$ cat config.mk
export PLATFORM = sky130hd
export DESIGN_NAME = pidpi_cfg
export DESIGN_NICKNAME = d
export VERILOG_FILES = /design/src/sv/pidpi_pkg.sv /design/src/sv/pidpi_cfg.sv
export SDC_FILE = /design/constraint.sdc
export NUM_CORES = 1
export LEC_CHECK = 0
export BUFFER_PORTS_ARGS = -buffer_cell sky130_fd_sc_hd__buf_2
export CORE_ASPECT_RATIO = 1.25
export CORE_MARGIN = 10
export CORE_UTILIZATION = 55
export DETAILED_ROUTE_END_ITERATION = 10
export GPL_TIMING_DRIVEN = 0
export HOLD_SLACK_MARGIN = 0.15
export PLACE_DENSITY = 0.85
export SETUP_SLACK_MARGIN = 0.05
export SLEW_MARGIN = 25
export SYNTH_ARGS = -nofsm -noshare
export SYNTH_HDL_FRONTEND = slang
export SYNTH_SLANG_ARGS = --single-unit
$ cat constraint.sdc
create_clock -name clk -period 1.4 [get_ports clk]
set_input_delay 0.28 -clock clk [delete_from_list [all_inputs] [get_ports clk]]
set_output_delay 0.28 -clock clk [all_outputs]
set_load 0.01 [all_outputs]
$ cat src/sv/pidpi_pkg.sv
`timescale 1ns / 1ps
// ----------------------------------------------------------------------------
// PID controller package
// Widths, configuration and state types, codes and the clamp function shared
// by the position/incremental PID controller.
// ----------------------------------------------------------------------------
package pidpi_pkg;

	localparam int SAMPLE_BITS    = 16;
	localparam int GAIN_BITS      = 16;
	localparam int GAIN_FRAC_BITS = 8;

	localparam int ERR_BITS   = SAMPLE_BITS + 1;
	localparam int INTEG_BITS = SAMPLE_BITS + 2;
	localparam int OPD_BITS   = SAMPLE_BITS + 3;
	localparam int PROD_BITS  = GAIN_BITS + OPD_BITS;
	localparam int ACC_BITS   = GAIN_BITS + SAMPLE_BITS + 6;

	localparam int CFG_DATA_BITS = (GAIN_BITS > SAMPLE_BITS) ? GAIN_BITS : SAMPLE_BITS;
	localparam int CFG_IDX_BITS  = 3;

	typedef enum logic [CFG_IDX_BITS-1:0] {
		REG_MODE_INCREMENTAL = 3'd0,
		REG_GAIN_P           = 3'd1,
		REG_GAIN_I           = 3'd2,
		REG_GAIN_D           = 3'd3,
		REG_TARGET_VALUE     = 3'd4,
		REG_LIMIT_HIGH       = 3'd5,
		REG_LIMIT_LOW        = 3'd6
	} cfg_idx_t;

	localparam logic MODE_POSITION    = 1'b0;
	localparam logic MODE_INCREMENTAL = 1'b1;

	localparam logic REQ_SAMPLE = 1'b0;
	localparam logic REQ_CLEAR  = 1'b1;

	localparam logic signed [SAMPLE_BITS-1:0] SAMPLE_MAX = {1'b0, {(SAMPLE_BITS-1){1'b1}}};
	localparam logic signed [SAMPLE_BITS-1:0] SAMPLE_MIN = {1'b1, {(SAMPLE_BITS-1){1'b0}}};

	typedef struct packed {
		logic                          mode_incremental;
		logic signed [GAIN_BITS-1:0]   gain_p;
		logic signed [GAIN_BITS-1:0]   gain_i;
		logic signed [GAIN_BITS-1:0]   gain_d;
		logic signed [SAMPLE_BITS-1:0] target_value;
		logic signed [SAMPLE_BITS-1:0] limit_high;
		logic signed [SAMPLE_BITS-1:0] limit_low;
	} cfg_t;

	typedef struct packed {
		logic signed [INTEG_BITS-1:0]  integ;
		logic signed [ERR_BITS-1:0]    err_last;
		logic signed [ERR_BITS-1:0]    err_prev;
		logic signed [SAMPLE_BITS-1:0] held;
	} state_t;

	// The upper limit is applied first, so crossed limits give the lower one.
	function automatic logic signed [SAMPLE_BITS-1:0] clamp_acc(
		input logic signed [ACC_BITS-1:0]    v,
		input logic signed [SAMPLE_BITS-1:0] hi,
		input logic signed [SAMPLE_BITS-1:0] lo
	);
		logic signed [ACC_BITS-1:0] t;
		t = v;
		if (t > ACC_BITS'(hi)) begin
			t = ACC_BITS'(hi);
		end
		if (t < ACC_BITS'(lo)) begin
			t = ACC_BITS'(lo);
		end
		return t[SAMPLE_BITS-1:0];
	endfunction

endpackage

$ cat src/sv/pidpi_cfg.sv
`timescale 1ns / 1ps
// ----------------------------------------------------------------------------
// PID controller configuration registers
// Write-only register file for mode, gains, setpoint and output limits.
// ----------------------------------------------------------------------------
module pidpi_cfg import pidpi_pkg::*; (
	input  logic                     clk,
	input  logic                     arst_n,
	input  logic                     cfg_we,
	input  logic [CFG_IDX_BITS-1:0]  cfg_index,
	input  logic [CFG_DATA_BITS-1:0] cfg_wdata,
	output cfg_t                     cfg
);

	cfg_t cfg_q;

	always_ff @(posedge clk or negedge arst_n) begin
		if (!arst_n) begin
			cfg_q.mode_incremental <= MODE_POSITION;
			cfg_q.gain_p           <= '0;
			cfg_q.gain_i           <= '0;
			cfg_q.gain_d           <= '0;
			cfg_q.target_value     <= '0;
			cfg_q.limit_high       <= SAMPLE_MAX;
			cfg_q.limit_low        <= SAMPLE_MIN;
		end else if (cfg_we) begin
			unique case (cfg_index)
				REG_MODE_INCREMENTAL: cfg_q.mode_incremental <= cfg_wdata[0];
				REG_GAIN_P:           cfg_q.gain_p       <= cfg_wdata[GAIN_BITS-1:0];
				REG_GAIN_I:           cfg_q.gain_i       <= cfg_wdata[GAIN_BITS-1:0];
				REG_GAIN_D:           cfg_q.gain_d       <= cfg_wdata[GAIN_BITS-1:0];
				REG_TARGET_VALUE:     cfg_q.target_value <= cfg_wdata[SAMPLE_BITS-1:0];
				REG_LIMIT_HIGH:       cfg_q.limit_high   <= cfg_wdata[SAMPLE_BITS-1:0];
				REG_LIMIT_LOW:        cfg_q.limit_low    <= cfg_wdata[SAMPLE_BITS-1:0];
				default: begin
				end
			endcase
		end
	end

	assign cfg = cfg_q;

endmodule

==> impl_metrics.yaml, run 1 <==
synth:
  synth_top_area_share_pct: 52.4
  async_flop_share_pct: 100
  syn_inst: 211
  yosysMostFrequentCell: "dfrtp_1"
  ys_seq_area_share_pct: 63.3
  synthFlopType: "dfrtp_1"
  synth_cell_types: 11
  synth_edf_count: 0
  synth_seq_cells: 97
  synth_area_um2: 3860
  syn_nets: 233
  synthTopCellsByArea: "dfrtp_1 52%, mux2_2 20%, mux2_4 12%"
  synth.avg_cell_area_um2: 18.3
  yosys_warnings: 0
  synth.top_cells.by_count: "81 x dfrtp_1, 67 x mux2_2, 30 x mux2_4, 16 x dfstp_2"
  yosysTopAreaCell: "dfrtp_1"
grt:
  grt_max_degree: 50
  grt_pass1_wl_um: 13800
  antenna_found_initial: 0
  globalRoute.totalOverflow: 0
  grt.total_usage_pct: 16.3
  grt_pass1_vias: 2537
cells_and_area:
  antenna_cells: 0
  drive_gt1_share_pct: 75.1
  stdcell_area_um2: 4820
  areaGrowthSynthToFinish_pct: 24.8
  nFillCells: 494
  largest_register_ffs: 97
  nNetsFinal: 363
worst_setup_path:
  path_buf_inv: 1
  cp.required_ns: 1.12
  crit_fanout: 2
  cpLargestDelayFamily: "flip-flops"
  crit_path_end_kind: "primary output"
  path_cells: "buf_2"
  start_kind: "flip-flop"
  cp_slowest_cell: "dfstp_2"
  path_class: "flip-flop to primary output"
  max_stage_delay_ns: 0.54
  r2r_cells: 1
  r2r-end: "cfg[93]$_DFFE_PN0P_"
  r2r_slack_ns: 0.62
  worstReg2RegStart: "cfg[93]$_DFFE_PN0P_"
  arrival_ns: 1.02
timing:
  relSlewSlack_pct: 69.6
  fmax_mhz: 770
  finalCritPeriodShare_pct: 92.8
  period_needed_ns: 1.30
  hold_violations: 0
  finalSetupViolations: 0
  slew_viol_final: 0
  whs_ns: 0.222
  skew_ns: 0
  rsz0062_at_grt: "false"
  tightestPinTransition_ns: 0.456
pwr:
  irDropWorstVdd_uv: 1120
  power_density_nw_per_um2: 1570
  p_leak_nw: 2.35
floorplan:
  dieHeight_um: 114
  initial_utilization_pct: 56.1
  die_x_um: 95.0
  ioPinCount: 119
  die_area_um2: 10800
  row_count: 34
  core_area_um2: 6890
routing:
  drt_wl_total_um: 8620
  num_vias: 2248
  wire_per_inst_um: 19.8
  via_per_inst: 5.16
  drtIter0Drc: 73
  route.detailed.drc: 0
  first_pass_iters: 4
  ant_nets: 0
run:
  drv_cap: 0
cts:
  htreeDepth: 3
  clk_latency_ns: 0.35
  cts_buffer_depth: 2
  cts_sinks: 97
  clockRootBuffer: "clkbuf_8"
  cts_setup_buffers: 0
  cts_made_buffers: 9
  path_clk_slew_ns: 0.10
  cts_tree: "yes"
run_status:
  outcome: "completed"
placed_design:
  postPlaceCellArea_um2: 4600
  gp_congestion: 0.739
  dpl.hpwl_um: 6510
  port_buffers: 117
worst_hold_path:
  hold_path.startpoint: "cfg_wdata[5]"
  whs_endpoint: "cfg[37]$_DFFE_PN0P_"
  hold_class: "primary input to flip-flop"
  holdPathStages: 2
[stage by stage]
stage / setup WS (ns) / power, mW / utilization [%] / cells / TNS (ns)
after floorplan: 0.0943 / 4.85 / - / 211 / 0
after global placement: -0.804 / 5.73 / 66.2 / 418 / -74.15
after detailed placement: -0.122 / 5.85 / 66.7 / 419 / -4.83
after CTS: 0.0722 / 7.68 / 69.8 / 436 / 0
after global routing: 0.0545 / 8.01 / 70.0 / 436 / 0
final: 0.101 / 7.59 / 70.0 / 436 / 0
[final cells by class]
| cell class | count | area, um^2 | area share, % |
|---|---|---|---|
| sequential | 97 | 2450 | 50.8 |
| tap | 90 | 113 | 2.34 |
| buffer | 10 | 121 | 2.52 |
| clock inverter | 6 | 65.1 | 1.35 |
| clock buffer | 10 | 138 | 2.85 |
| multi-input combinational | 104 | 1300 | 26.9 |
| timing repair buffer | 119 | 642 | 13.3 |
[timing repair]
action,in CTS,in global routing
hold buffers,1,0
endpoints found under the hold margin,39,0
resized for setup,0,2
setup endpoints to repair,0,2
[routing by layer]
| layer | GRT usage, % | wire, um | up-vias |
|---|---|---|---|
| met2 | 26.1 | 4110 | 86 |
| met5 | 0 | 0 | - |
| met1 | 19.5 | 3540 | 1147 |
| met4 | 4.20 | 68 | 0 |
| li1 | - | - | 1009 |
| met3 | 7.17 | 909 | 6 |
[worst max path at each step]
stage                        startpoint                   to  slack [ns]  cells after the start
CTS                 cfg[18]$_DFFE_PN1P_              cfg[18]        0.07                      1
finish              cfg[22]$_DFFE_PN1P_              cfg[22]        0.10                      1
global route        cfg[22]$_DFFE_PN1P_              cfg[22]        0.05                      1
global placement                 arst_n   cfg[0]$_DFFE_PN0P_       -0.80                      1
floorplan                        cfg_we  cfg[37]$_DFFE_PN0P_        0.09                      5
detailed placement         cfg_index[2]  cfg[58]$_DFFE_PN0P_       -0.12                      4
[cells in the final DEF, fill, tap and decap left out]
cell,n
and4bb_1,3
buf_12,3
buf_16,1
buf_2,115
buf_4,3
buf_6,6
bufinv_16,1
clkbuf_8,10
clkinv_2,2
clkinv_4,1
clkinvlp_4,1
dfrtp_1,81
dfstp_2,16
dlygate4sd3_1,1
inv_6,1
mux2_2,67
mux2_4,30
nand4b_2,3
nor4b_1,1
[cells by family after synthesis]
logic type,synth area share (%)
mux,31.2
buf+inv,3.14
simple gates,2.36
flops,63.3
[power by group]
part	internal, mW	switching [mW]
sequential	3.49	0.323
combinational	1.05	0.901
clock	0.878	0.949
Note: power is estimated with default switching activity, not from simulation.
==> run 2: changes to the inputs <==
--- a/config.mk
+++ b/config.mk
@@ -6,13 +6,15 @@
 export NUM_CORES = 1
 export LEC_CHECK = 0
 export BUFFER_PORTS_ARGS = -buffer_cell sky130_fd_sc_hd__buf_2
+export CELL_PAD_IN_SITES_DETAIL_PLACEMENT = 2
+export CELL_PAD_IN_SITES_GLOBAL_PLACEMENT = 2
 export CORE_ASPECT_RATIO = 1.25
 export CORE_MARGIN = 10
-export CORE_UTILIZATION = 55
+export CORE_UTILIZATION = 38
 export DETAILED_ROUTE_END_ITERATION = 10
 export GPL_TIMING_DRIVEN = 0
 export HOLD_SLACK_MARGIN = 0.15
-export PLACE_DENSITY = 0.85
+export PLACE_DENSITY_LB_ADDON = 0.1
 export SETUP_SLACK_MARGIN = 0.05
 export SLEW_MARGIN = 25
 export SYNTH_ARGS = -nofsm -noshare
==> run 2 against run 1 <==
Register-to-register slack got worse by 0.02 ns. Core utilization fell by 20 points. Fmax rose by 0.53%. Critical path type unchanged. Largest cell class unchanged. Clock skew did not move. Clock-buffer cell count did not move. Sequential power barely moved. Clock power rose by 34%. Global-route usage fell by 1.7 points. Worst hold slack improved by 0.025 ns.
==> impl_metrics.yaml, run 2 (synthesized netlist as in run 1, its figures left out) <==
routing:
  via_per_inst: 4.84
  route.detailed.drc: 0
  ant_nets: 0
  num_vias: 2296
  wire_per_inst_um: 22.1
  first_pass_iters: 3
  drt_wl_total_um: 10500
  drtIter0Drc: 20
timing:
  fmax_mhz: 774
  rsz0062_at_grt: "false"
  period_needed_ns: 1.29
  finalCritPeriodShare_pct: 92.3
  tightestPinTransition_ns: 0.331
  fin_ws_ns: 0.108
  skew_ns: 0
  whs_ns: 0.248
  relSlewSlack_pct: 77.9
  finalSetupViolations: 0
  slew_viol_final: 0
  hold_violations: 0
cts:
  cts_sinks: 97
  clk_latency_ns: 0.33
  cts_setup_buffers: 0
  cts_buffer_depth: 2
  clockRootBuffer: "clkbuf_16"
  cts_made_buffers: 9
  cts_tree: "yes"
  htreeDepth: 3
  path_clk_slew_ns: 0.07
  cts-resized-gates: 0
grt:
  grt.total_usage_pct: 14.6
  grt_max_degree: 66
  grt_pass1_vias: 2614
  antenna_found_initial: 0
  globalRoute.totalOverflow: 0
  grt_pass1_wl_um: 16200
floorplan:
  ioPinCount: 119
  die_x_um: 110
  core_area_um2: 10000
  row_count: 41
  dieHeight_um: 133
  die_area_um2: 14600
  initial_utilization_pct: 38.6
worst_setup_path:
  max_stage_delay_ns: 0.55
  cp.depth: 1
  crit_end: "cfg[29]"
  cp.required_ns: 1.12
  path_class: "flip-flop to primary output"
  crit_path_end_kind: "primary output"
  cp_slowest_cell: "dfstp_2"
  r2r-end: "cfg[10]$_DFFE_PN0P_"
  r2r_slack_ns: 0.60
  path_buf_inv: 1
  r2r_cells: 1
  arrival_ns: 1.01
  worstReg2RegStart: "cfg[10]$_DFFE_PN0P_"
  cpLargestDelayFamily: "flip-flops"
  crit_start: "cfg[29]$_DFFE_PN1P_"
  crit_fanout: 2
  path_cells: "buf_2"
  start_kind: "flip-flop"
pwr:
  p_leak_nw: 2.39
  irDropWorstVdd_uv: 761
  power_density_nw_per_um2: 1670
cells_and_area:
  drive_gt1_share_pct: 75.1
  layout_common_cells: "117 x buf_2, 81 x dfrtp_1, 67 x mux2_2"
  fin_util_pct: 49.5
  areaGrowthSynthToFinish_pct: 28.1
  final_common_cell: "buf_2"
  nNetsFinal: 363
  largest_register_ffs: 97
  antenna_cells: 0
placed_design:
  dpl.hpwl_um: 7540
  port_buffers: 117
  dp_slack_ns: -0.187
  gp_congestion: 0.657
run_status:
  outcome: "completed"
worst_hold_path:
  hold_class: "primary input to flip-flop"
run:
  drv_cap: 0
==> run 2: changes by cell type in the layout (fill, tap and decap cells not counted), sizes merged <==
cell / before / now
inv: 1 / 0
==> run 2: cell type report <==
type / count / area, um^2
Sequential cell: 97 / 2450
Multi-Input combinational cell: 104 / 1300
Buffer: 10 / 121
Fill cell: 956 / 5050
Tap cell: 129 / 161
Timing Repair Buffer: 119 / 629
Clock buffer: 10 / 239
Clock inverter: 5 / 56.3
==> run 2: per-layer routing <==
layer | wire length (um) | part of all wire (%) | vias up | GRT usage [%]
met5 | 0 | 0 | - | 0
met4 | 80 | 0.76 | 0 | 3.86
met3 | 1010 | 9.6 | 7 | 6.37
met2 | 5240 | 50 | 82 | 24.0
met1 | 4140 | 40 | 1188 | 16.7
li1 | - | - | 1019 | -
==> run 2: where the power goes <==
group | switching [mW] | internal [mW]
Sequential | 0.334 | 3.50
Combinational | 0.942 | 1.03
Clock | 1.03 | 1.42
Total | 2.30 | 5.95
==> run 2: through the flow <==
step / cell area (um^2) / TNS [ns] / cells / total power, mW
6_report: 4950 / 0 / 474 / 8.25
4_1_cts: 4950 / 0 / 474 / 8.41
3_3_place_gp: 4610 / -87.95 / 457 / 5.79
3_5_place_dp: 4650 / -7.23 / 458 / 5.90
5_1_grt: 4950 / 0 / 474 / 8.72
2_1_floorplan: 3860 / 0 / 211 / 4.85
==> run 2: worst min-delay path by stage <==
stage / from / endpoint / slack [ns] / cells past startpoint
floorplan: arst_n / cfg[0]$_DFFE_PN0P_ / -0.02 / 0
global placement: cfg[0]$_DFFE_PN0P_ / cfg[0]$_DFFE_PN0P_ / 0.48 / 1
detailed placement: arst_n / cfg[91]$_DFFE_PN0P_ / 0.19 / 1
CTS: cfg_wdata[10] / cfg[74]$_DFFE_PN0P_ / 0.24 / 2
global route: cfg_wdata[3] / cfg[51]$_DFFE_PN0P_ / 0.26 / 2
finish: cfg_wdata[10] / cfg[74]$_DFFE_PN0P_ / 0.25 / 2
==> run 2: timing repair <==
action,CTS,global route
hold endpoints to repair,32,0
setup endpoints to repair,0,0
hold buffers,1,0
==> run 3: changes to the inputs <==
--- a/config.mk
+++ b/config.mk
@@ -5,12 +5,14 @@
 export SDC_FILE = /design/constraint.sdc
 export NUM_CORES = 1
 export LEC_CHECK = 0
+export ABC_AREA = 1
 export BUFFER_PORTS_ARGS = -buffer_cell sky130_fd_sc_hd__buf_2
+export CAP_MARGIN = 20
 export CELL_PAD_IN_SITES_DETAIL_PLACEMENT = 2
 export CELL_PAD_IN_SITES_GLOBAL_PLACEMENT = 2
 export CORE_ASPECT_RATIO = 1.25
 export CORE_MARGIN = 10
-export CORE_UTILIZATION = 38
+export CORE_UTILIZATION = 32
 export DETAILED_ROUTE_END_ITERATION = 10
 export GPL_TIMING_DRIVEN = 0
 export HOLD_SLACK_MARGIN = 0.15
@@ -20,3 +22,4 @@
 export SYNTH_ARGS = -nofsm -noshare
 export SYNTH_HDL_FRONTEND = slang
 export SYNTH_SLANG_ARGS = --single-unit
+export TNS_END_PERCENT = 100
==> run 3 against run 2 <==
Cell count grew 54%. Clock skew unchanged. Highest routed layer unchanged. Largest power group unchanged. Non-clock buffer count rose by 7. Sequential share of layout area is 1.2 points lower.
==> impl_metrics.yaml, run 3 <==
run_status:
  outcome: "completed"
floorplan:
  row_count: 45
  ioPinCount: 119
  initial_utilization_pct: 32.5
  core_area_um2: 12100
  die_area_um2: 17200
  die_x_um: 119
  dieHeight_um: 144
timing:
  finalCritPeriodShare_pct: 92.1
  fin_ws_ns: 0.110
  whs_ns: 0.204
  relSlewSlack_pct: 69.9
  slew_viol_final: 0
  period_needed_ns: 1.29
  hold_violations: 0
  tightestPinTransition_ns: 0.451
  skew_ns: 0
  rsz0062_at_grt: "false"
  finalSetupTns_ns: 0
  fmax_mhz: 775
  finalSetupViolations: 0
synth:
  synth_top_area_share_pct: 51.5
  synthFlopType: "dfrtp_1"
  synth.top_cells.by_count: "247 x nand2_1, 81 x dfrtp_1, 49 x nand3_1, 16 x dfstp_2, 7 x buf_6"
  ys_seq_area_share_pct: 62.2
  syn_nets: 451
  yosys_warnings: 0
  synth.avg_cell_area_um2: 9.17
  syn_inst: 429
  async_flop_share_pct: 100
  yosysMostFrequentCell: "nand2_1"
  yosysTopAreaCell: "dfrtp_1"
  synthTopCellsByArea: "dfrtp_1 52%, nand2_1 24%, dfstp_2 11%"
  synth_seq_cells: 97
  synth_area_um2: 3930
  synth_edf_count: 0
  synth_cell_types: 14
cells_and_area:
  drive_gt1_share_pct: 32.6
  areaGrowthSynthToFinish_pct: 29.1
  fin_util_pct: 42.0
  regArea_um2: 2450
  final_common_cell: "nand2_1"
  largest_register_ffs: 97
  layout_common_cells: "247 x nand2_1, 121 x buf_2, 81 x dfrtp_1"
  nNetsFinal: 582
  antenna_cells: 0
  instances_no_fill: 729
  multi_input_area_um2: 1330
  nFillCells: 1412
worst_setup_path:
  path_buf_inv: 1
  crit_path_end_kind: "primary output"
  max_stage_delay_ns: 0.54
  cp_slowest_cell: "dfstp_2"
  start_kind: "flip-flop"
  r2r_slack_ns: 0.68
  path_cells: "buf_2"
  arrival_ns: 1.01
  crit_fanout: 2
  cpLargestDelayFamily: "flip-flops"
  cp.required_ns: 1.12
  path_class: "flip-flop to primary output"
grt:
  grt_pass1_wl_um: 21600
  grt_max_degree: 59
  grt_pass1_vias: 3911
  grtUsageMet2_pct: 29.3
  grt.total_usage_pct: 16.0
  top_usage_layer: "met2"
  met1_usage_pct: 17.2
  grt_util_met3_pct: 4.51
  antenna_found_initial: 0
  globalRoute.totalOverflow: 0
routing:
  num_vias: 3396
  ant_nets: 0
  first_pass_iters: 4
  drtIter0Drc: 126
  drt_wl_total_um: 13500
  via_per_inst: 4.66
  wire_per_inst_um: 18.5
  route.detailed.drc: 0
cts:
  cts_tree: "yes"
  path_clk_slew_ns: 0.07
  clockRootBuffer: "clkbuf_16"
  cts_sinks: 97
  cts_buffer_depth: 2
  cts_made_buffers: 9
  htreeDepth: 3
  clk_latency_ns: 0.34
worst_hold_path:
  hold_class: "primary input to flip-flop"
pwr:
  power_density_nw_per_um2: 1560
  p_leak_nw: 2.90
  irDropWorstVdd_uv: 572
placed_design:
  port_buffers: 118
  dpl.hpwl_um: 10200
  dp_slack_ns: -0.118
  gp_congestion: 0.788
  place_inst: 712
run:
  drv_cap: 0
## run 3: cell type report
type                            instances  share of cell area, %
Multi-Input combinational cell        310                   26.1
Tap cell                              164                   4.04
Inverter                                6                  0.443
Clock buffer                           10                   4.71
Buffer                                 16                   2.69
Timing Repair Buffer                  120                   12.5
Sequential cell                        97                   48.2
Clock inverter                          6                   1.31
## run 3: through the flow
step	area [um^2]	power, mW
CTS	5080	8.09
floorplan	3930	4.49
global route	5080	8.42
global placement	4730	5.37
detailed placement	4760	5.48
finish	5080	7.90
## run 3: report_power, final
group	switching, mW	internal [mW]	leakage [nW]
Clock	1.10	1.44	0.153
Sequential	0.304	3.39	1.19
Combinational	1.03	0.641	1.56
Total	2.43	5.47	2.90
## run 3: metal layers
metal	share of wire, %	up-vias
met3	6.2	15
met5	0	-
li1	-	1583
met4	1.7	0
met1	39	1720
met2	53	78
## run 3: worst paths after layout
| path | from | depth (start not counted) | end |
|---|---|---|---|
| worst max register to register | cfg[25]$_DFFE_PN1P_ | 2 | cfg[25]$_DFFE_PN1P_ |
| max in group asynchronous | arst_n | 3 | cfg[30]$_DFFE_PN1P_ |
| worst min register to register | cfg[26]$_DFFE_PN1P_ | 2 | cfg[26]$_DFFE_PN1P_ |
| worst max-delay path | cfg[25]$_DFFE_PN1P_ | 1 | cfg[25] |
| min in group asynchronous | arst_n | 2 | cfg[56]$_DFFE_PN0P_ |
| worst min-delay path | cfg_wdata[1] | 3 | cfg[17]$_DFFE_PN1P_ |
## run 3: cells by family after synthesis
family	share of synthesized area (%)
buf+inv	4.04
flops	62.2
simple gates	33.7
## run 3: worst reg2reg max path: cells and delay by family (launching register included)
kind / cells / cell delay, ns
DFF: 1 / 0.54
and+or+nand+nor: 2 / 0.12
## run 3: what timing repair did
action,4_1_cts,5_1_grt
resized for setup,0,0
buffers inserted,0,0
hold endpoints to repair,34,0
hold buffers,1,0
